<file path="src/hw/rtl/lcdws_pkg.sv">
// Shared request codes and bus constants for the character-LCD write sequencer.
`default_nettype none

package lcdws_pkg;

  // Request kinds carried on func.
  localparam logic [2:0] FUNC_INIT  = 3'd0;
  localparam logic [2:0] FUNC_CMD   = 3'd1;
  localparam logic [2:0] FUNC_DATA  = 3'd2;
  localparam logic [2:0] FUNC_POS   = 3'd3;
  localparam logic [2:0] FUNC_NUM   = 3'd4;
  localparam logic [2:0] FUNC_GLYPH = 3'd5;

  // Controller commands used by the init sequence.
  localparam logic [7:0] CMD_FUNCSET = 8'h38;
  localparam logic [7:0] CMD_DISPON  = 8'h0C;
  localparam logic [7:0] CMD_CLEAR   = 8'h01;

  localparam logic [7:0] ASCII_ZERO = 8'h30;

  localparam logic [5:0] INIT_WAIT_MS = 6'd40;
  localparam logic [1:0] SETTLE_SHORT = 2'd1;
  localparam logic [1:0] SETTLE_CLEAR = 2'd2;

  // Largest number of decimal digits sent for one number request.
  localparam int unsigned MaxDigits = 5;

  // floor(v / 10) == (v * DivTenMul) >> DivTenShift for every 16-bit v.
  localparam logic [15:0] DivTenMul   = 16'hCCCD;
  localparam int unsigned DivTenShift = 19;

endpackage

`default_nettype wire

</file>
<file path="src/hw/rtl/char_lcd_write_sequencer_top.sv">
// Turns one LCD request item into a run of 8-bit character-LCD bus writes.
// The first write of an item follows accept through state_q and then strobe_q (a number item
// first converts one decimal digit per cycle in the shared divide-by-ten step); then writes
// come one per cycle: init three, glyph ten, command, data and position one, unused codes none.
// busy is high while an item is converted or emitted; the receiver cannot stall the writes.
// Reset (asynchronous, active low) returns the sequencer to idle with no strobe pending.
`default_nettype none

module char_lcd_write_sequencer_top
  import lcdws_pkg::*;
#(
  parameter int unsigned MAX_DIGITS = MaxDigits
) (
  input  wire logic        clk_i,
  input  wire logic        rst_ni,
  input  wire logic        start,
  output logic             busy,
  input  wire logic [2:0]  func_i,
  input  wire logic [15:0] value_in_i,
  input  wire logic        row_i,
  input  wire logic [5:0]  column_i,
  input  wire logic [2:0]  glyph_slot_i,
  input  wire logic [39:0] glyph_rows_i,
  output logic             strobe_o,
  output logic             lcd_rs_o,
  output logic [7:0]       lcd_byte_o,
  output logic [5:0]       wait_before_ms_o,
  output logic [1:0]       settle_ms_o,
  output logic             last_o
);

  localparam int unsigned DigCntW = $clog2(MAX_DIGITS + 1);
  localparam int unsigned DigIdxW = (MAX_DIGITS > 1) ? $clog2(MAX_DIGITS) : 1;

  localparam logic [1:0] S_IDLE = 2'd0;
  localparam logic [1:0] S_CONV = 2'd1;
  localparam logic [1:0] S_EMIT = 2'd2;

  logic [1:0]  state_q, state_d;
  logic [3:0]  idx_q, idx_d;
  logic [3:0]  last_idx_q, last_idx_d;

  // Request payload, held for the whole item.
  logic [2:0]  func_q;
  logic [7:0]  byte_q;
  logic [7:0]  pos_q;
  logic [2:0]  slot_q;
  logic [4:0]  rows_q [8];

  // Decimal conversion.
  logic [15:0]        val_q;
  logic [DigCntW-1:0] ndig_q;
  logic [3:0]         digits_q [MAX_DIGITS];

  logic [31:0] prod;
  logic [15:0] quot;
  logic [15:0] rem16;
  logic [DigCntW-1:0] ndig_inc;
  logic        conv_done;

  logic        accept;
  logic        emit_last;
  logic        w_rs;
  logic [7:0]  w_byte;
  logic [5:0]  w_wait;
  logic [1:0]  w_settle;
  logic [3:0]  grow_idx;

  logic        strobe_q;
  logic        rs_q;
  logic [7:0]  out_byte_q;
  logic [5:0]  wait_q;
  logic [1:0]  settle_q;
  logic        last_q;

  assign accept = start && (state_q == S_IDLE);
  assign busy   = (state_q != S_IDLE);

  // One shared divide-by-ten step: reciprocal multiply, then remainder by shift-add.
  assign prod      = {16'd0, val_q} * {16'd0, DivTenMul};
  assign quot      = 16'(prod >> DivTenShift);
  assign rem16     = val_q - ((quot << 3) + (quot << 1));
  assign ndig_inc  = ndig_q + DigCntW'(1);
  assign conv_done = (quot == 16'd0) || (ndig_inc == DigCntW'(MAX_DIGITS));

  assign grow_idx  = idx_q - 4'd1;

  // Current bus write while emitting.
  always_comb begin
    w_rs     = 1'b0;
    w_byte   = 8'h00;
    w_wait   = 6'd0;
    w_settle = 2'd0;
    case (func_q)
      FUNC_INIT: begin
        case (idx_q)
          4'd0: begin
            w_byte   = CMD_FUNCSET;
            w_wait   = INIT_WAIT_MS;
            w_settle = SETTLE_SHORT;
          end
          4'd1: begin
            w_byte   = CMD_DISPON;
            w_settle = SETTLE_SHORT;
          end
          default: begin
            w_byte   = CMD_CLEAR;
            w_settle = SETTLE_CLEAR;
          end
        endcase
      end
      FUNC_CMD: w_byte = byte_q;
      FUNC_DATA: begin
        w_rs   = 1'b1;
        w_byte = byte_q;
      end
      FUNC_POS: w_byte = pos_q;
      FUNC_NUM: begin
        w_rs   = 1'b1;
        w_byte = ASCII_ZERO + {4'd0, digits_q[idx_q[DigIdxW-1:0]]};
      end
      FUNC_GLYPH: begin
        if (idx_q == 4'd0) begin
          w_byte = {2'b01, slot_q, 3'b000};
        end else if (idx_q == 4'd9) begin
          w_byte = pos_q;
        end else begin
          w_rs   = 1'b1;
          w_byte = {3'd0, rows_q[grow_idx[2:0]]};
        end
      end
      default: w_byte = 8'h00;
    endcase
  end

  // Number digits are sent from the most significant one down to index zero.
  assign emit_last = (func_q == FUNC_NUM) ? (idx_q == 4'd0) : (idx_q == last_idx_q);

  always_comb begin
    state_d    = state_q;
    idx_d      = idx_q;
    last_idx_d = last_idx_q;
    case (state_q)
      S_IDLE: begin
        if (start) begin
          idx_d = 4'd0;
          case (func_i)
            FUNC_INIT: begin
              last_idx_d = 4'd2;
              state_d    = S_EMIT;
            end
            FUNC_CMD, FUNC_DATA, FUNC_POS: begin
              last_idx_d = 4'd0;
              state_d    = S_EMIT;
            end
            FUNC_NUM: state_d = S_CONV;
            FUNC_GLYPH: begin
              last_idx_d = 4'd9;
              state_d    = S_EMIT;
            end
            default: state_d = S_IDLE;
          endcase
        end
      end
      S_CONV: begin
        if (conv_done) begin
          idx_d   = 4'(ndig_q);
          state_d = S_EMIT;
        end
      end
      S_EMIT: begin
        if (emit_last) begin
          state_d = S_IDLE;
        end else if (func_q == FUNC_NUM) begin
          idx_d = idx_q - 4'd1;
        end else begin
          idx_d = idx_q + 4'd1;
        end
      end
      default: state_d = S_IDLE;
    endcase
  end

  always_ff @(posedge clk_i or negedge rst_ni) begin
    if (!rst_ni) begin
      state_q    <= S_IDLE;
      idx_q      <= 4'd0;
      last_idx_q <= 4'd0;
      strobe_q   <= 1'b0;
    end else begin
      state_q    <= state_d;
      idx_q      <= idx_d;
      last_idx_q <= last_idx_d;
      strobe_q   <= (state_q == S_EMIT);
    end
  end

  always_ff @(posedge clk_i) begin
    if (accept) begin
      func_q <= func_i;
      byte_q <= value_in_i[7:0];
      pos_q  <= {1'b1, row_i, column_i};
      slot_q <= glyph_slot_i;
      for (int i = 0; i < 8; i++) begin
        rows_q[i] <= glyph_rows_i[5*i +: 5];
      end
      val_q  <= value_in_i;
      ndig_q <= '0;
    end else if (state_q == S_CONV) begin
      digits_q[ndig_q[DigIdxW-1:0]] <= rem16[3:0];
      val_q  <= quot;
      ndig_q <= ndig_inc;
    end
  end

  always_ff @(posedge clk_i) begin
    rs_q       <= w_rs;
    out_byte_q <= w_byte;
    wait_q     <= w_wait;
    settle_q   <= w_settle;
    last_q     <= emit_last;
  end

  assign strobe_o         = strobe_q;
  assign lcd_rs_o         = rs_q;
  assign lcd_byte_o       = out_byte_q;
  assign wait_before_ms_o = wait_q;
  assign settle_ms_o      = settle_q;
  assign last_o           = last_q;

  // A write is only ever produced by a cycle spent emitting.
  a_strobe_from_emit: assert property (@(posedge clk_i) disable iff (!rst_ni)
    strobe_o |-> $past(state_q == S_EMIT))
    else $error("strobe without an emit cycle");

  // Writes of one item come out back to back until the last one.
  a_run_contiguous: assert property (@(posedge clk_i) disable iff (!rst_ni)
    (strobe_o && !last_o) |=> strobe_o)
    else $error("gap inside a write run");

  // The last write of an item is never followed directly by another write.
  a_gap_after_last: assert property (@(posedge clk_i) disable iff (!rst_ni)
    (strobe_o && last_o) |=> !strobe_o)
    else $error("write right after the last write of an item");

  // A digit write always carries an ASCII decimal digit.
  a_digit_range: assert property (@(posedge clk_i) disable iff (!rst_ni)
    (state_q == S_EMIT && func_q == FUNC_NUM) |-> (w_byte >= 8'h30 && w_byte <= 8'h39))
    else $error("digit out of range");

endmodule

`default_nettype wire
</file>
<file path="config.mk">
export PLATFORM = sky130hd
export DESIGN_NAME = char_lcd_write_sequencer_top
export DESIGN_NICKNAME = d
export VERILOG_FILES = /design/src/hw/rtl/lcdws_pkg.sv /design/src/hw/rtl/char_lcd_write_sequencer_top.sv
export SDC_FILE = /design/constraint.sdc
export NUM_CORES = 1
export LEC_CHECK = 0
export ABC_CLOCK_PERIOD_IN_PS = 6100
export BUFFER_PORTS_ARGS = -buffer_cell sky130_fd_sc_hd__buf_4
export CAP_MARGIN = 0
export CELL_PAD_IN_SITES_DETAIL_PLACEMENT = 1
export CELL_PAD_IN_SITES_GLOBAL_PLACEMENT = 2
export CORE_MARGIN = 2
export CORE_UTILIZATION = 37
export DETAILED_ROUTE_END_ITERATION = 8
export PLACE_DENSITY = 0.74
export SYNTH_ARGS = -nofsm -noshare
export SYNTH_HDL_FRONTEND = slang
export SYNTH_SLANG_ARGS = --single-unit
</file>
<file path="constraint.sdc">
create_clock -name clk_i -period 6.1 [get_ports clk_i]
set_clock_uncertainty 0.2 [all_clocks]
set_input_delay 1.525 -clock clk_i [delete_from_list [all_inputs] [get_ports clk_i]]
set_output_delay 1.525 -clock clk_i [all_outputs]
set_load 0.02 [all_outputs]
</file>
==> results_dict.tcl <==
set metrics [dict create \
    status "complete, but fails checks" \
    violations "setup timing" \
    max_freq_mhz 159 \
    maxCapViolations 0 \
    critPathKind "reg2reg" \
    core-area_um2 27000 \
    setup_ws_ps -193 \
    post_drt_via_cell_ratio 5.06 \
    port_buffers 87 \
    avgRoutedWirePerCell_um 19.7 \
    wl_mm 28.9 \
    cpMostUsedCell "fa_1" \
    dieArea_um2 28900 \
    worstPathArrival_ps 6390 \
    dp.cells 1424 \
    worst_pin_slew_ps 1070 \
    seq_area_frac_synth_pct 33.9 \
    cpMaxStageDelayCell "edfxtp_1" \
    yosys_warnings 0 \
    grt_pass1_wl_mm 45.8 \
    grt_use_total_pct 21.2 \
    end_kind "flip-flop" \
    crit_fanout 5 \
    overflow 0 \
    worst_hold_slack_ps 251 \
    slew_headroom_pct 28.4 \
    row_count 60 \
    firstDrtPassIters 5 \
    grt_use_met3_pct 3.19 \
    dp_hpwl_mm 24.0 \
    drv_slew 0 \
    synth_cell_types 84 \
    yosysTopAreaCellShare_pct 28.6 \
    drtIter0Drc 470 \
    die_h_um 170 \
    cts_buffers 17 \
    synth.avg_cell_area_um2 11.3 \
    synth-edff-count 97 \
    final-hold-violation-count 0 \
    rsz0062_at_grt "yes" \
    ctsHoldBuffers 0 \
    grt_pass1_vias 8156 \
    yosys.area.top_type "edfxtp_1" \
    mappedNetlistArea_um2 10200 \
    insertion_delay_ps 420 \
    finalCriticalPeriod_ps 6290 \
    via_count 7436 \
    postRouteAntennaNets 0 \
    drive_gt1_share_pct 30.0 \
    crit_chain "ha_4, inv_2, fa_1, inv_1, fa_1, fa_1, fa_1, inv_2, fa_1, inv_2, ha_4, and4_4, and4_4, o2bb2ai_2, a2111o_1, a221oi_2, xnor2_1, nor3b_4, a41oi_4, a211oi_4, mux2_4" \
    area_growth_pct 27.4 \
    clock_sinks 122 \
    grt_max_degree 54 \
    grt.busiest_layer "met2" \
    h-tree-depth 4 \
    critPathMaxStageDelay_ps 510 \
    worstSetupStartpointType "flip-flop" \
    finalCritPeriodShare_pct 103 \
    gp_congestion 0.855 \
    clockBufferDepth 2 \
    drc 0 \
    min_path_type "reg2reg" \
    synth-seq-cells 122 \
    path_clk_slew_ps 60 \
    antenna_found_initial 0 \
    postSynthCellCount 900 \
    synth_flop_cell "edfxtp_1" \
    io_pins 92 \
    fp.dieW_um 170 \
    ys_top_cells_by_area "edfxtp_1, ha_1, fa_1, inv_1, mux4_2" \
    async_reset_ff_share_pct 7.38 \
    critPathRequiredTime_ps 6200 \
    nets 1409 \
    initial_core_util_pct 37.7 \
    path_buf_inv 4 \
    cts_tree "yes" \
    use_met1_pct 30.3 \
    setup_violations 6 \
    antenna_cells 0 \
    cts_root_buf "clkbuf_16" \
    crit_family "adder cells" \
    final_cell_count_no_fill 1469 \
    use_met2_pct 33.9 \
]
==> what timing repair did <==
item,4_1_cts,5_1_grt
resized for setup,22,19
buffers inserted,9,4
cloned,0,0
pin swaps,2,10
setup endpoints to repair,18,18
==> worst paths after layout <==
kind	to	depth (start not counted)	start	slack, ps
worst max register to register	idx_q[0]	21	val_q[2]	-190
min in group asynchronous	last_idx_q[1]	1	rst_ni	730
worst min-delay path	lcd_byte_o[7]	1	byte_q[7]	250
worst max-delay path	idx_q[0]	21	val_q[2]	-190
max in group asynchronous	idx_q[2]	1	rst_ni	4820
worst min register to register	lcd_byte_o[7]	1	byte_q[7]	250
==> placed cells by master (no fill, tap or decap), types with 10 or more instances in the layout <==
master,n
dfxtp_1,16
inv_1,173
and3_1,17
xnor2_1,17
mux4_2,15
ha_4,11
xor2_1,11
o21ai_0,23
nand2_1,50
mux2i_1,13
a21o_1,10
ha_1,130
a21oi_1,26
nand3_1,11
buf_4,219
clkbuf_16,17
fa_1,79
nor2_1,28
edfxtp_1,97
==> routing by layer <==
metal / part of all wire (%) / vias to the layer above
met1: 48 / 3732
li1: - / 3535
met4: 1.6 / 0
met3: 4.0 / 25
met5: 0 / -
met2: 46 / 144
==> cell usage after synthesis (all sizes together), types with 5 or more instances <==
| cell type | instances |
|---|---|
| a21o | 10 |
| a21oi | 36 |
| and3 | 19 |
| buf | 10 |
| clkbuf | 16 |
| dfrtp | 9 |
| dfxtp | 16 |
| edfxtp | 97 |
| fa | 79 |
| ha | 143 |
| inv | 178 |
| mux2 | 8 |
| mux2i | 13 |
| mux4 | 15 |
| nand2 | 50 |
| nand3 | 12 |
| nand4 | 5 |
| nor2 | 28 |
| nor2b | 6 |
| nor3 | 8 |
| o21ai | 28 |
| o31ai | 7 |
| xnor2 | 19 |
| xor2 | 12 |
==> final cells by class <==
cell class                      instances  area, um^2
Fill cell                            2940       14000
Multi-Input combinational cell        577        6240
Sequential cell                       122        3460
Timing Repair Buffer                  219        1640
Inverter                              178         669
Clock buffer                           18         439
Tap cell                              341         427
Clock inverter                         14         114
==> per-stage QoR <==
step           TNS, ps  setup slack, ps  utilization [%]  cell area [um^2]
5_1_grt          -3940             -448             48.1             13000
6_report          -785             -193             48.1             13000
3_3_place_gp     -2250             -334             44.9             12100
2_1_floorplan        0             18.4                -             10300
4_1_cts          -1050             -260             47.6             12900
3_5_place_dp     -3180             -375             44.9             12100
==> cell families after synthesis <==
logic type / Yosys count / synth area share [%]
adder cells (fa/ha/maj): 222 / 33.1
other: 1 / 0.0368
AND/OR/NAND/NOR: 151 / 7.69
AO/OA/AOI/OAI: 133 / 9.35
multiplexers: 36 / 5.55
XOR/XNOR: 31 / 2.66
buffers and inverters: 204 / 7.74
flip-flops: 122 / 33.9
==> state kept, by name, indices dropped and copies added (netlist names) <==
signal            flops
rows_q               40
val_q                16
pos_q                 7
slot_q                3
ndig_q                3
idx_q                 4
digits_q             20
last_idx_q            2
lcd_byte_o            8
func_q                3
settle_ms_o           2
state_q               2
last_o                1
strobe_o              1
byte_q                8
wait_before_ms_o      1
lcd_rs_o              1
Power is not shown: default switching activity piles up to over one toggle a cycle in this logic, so the estimate is an artifact.
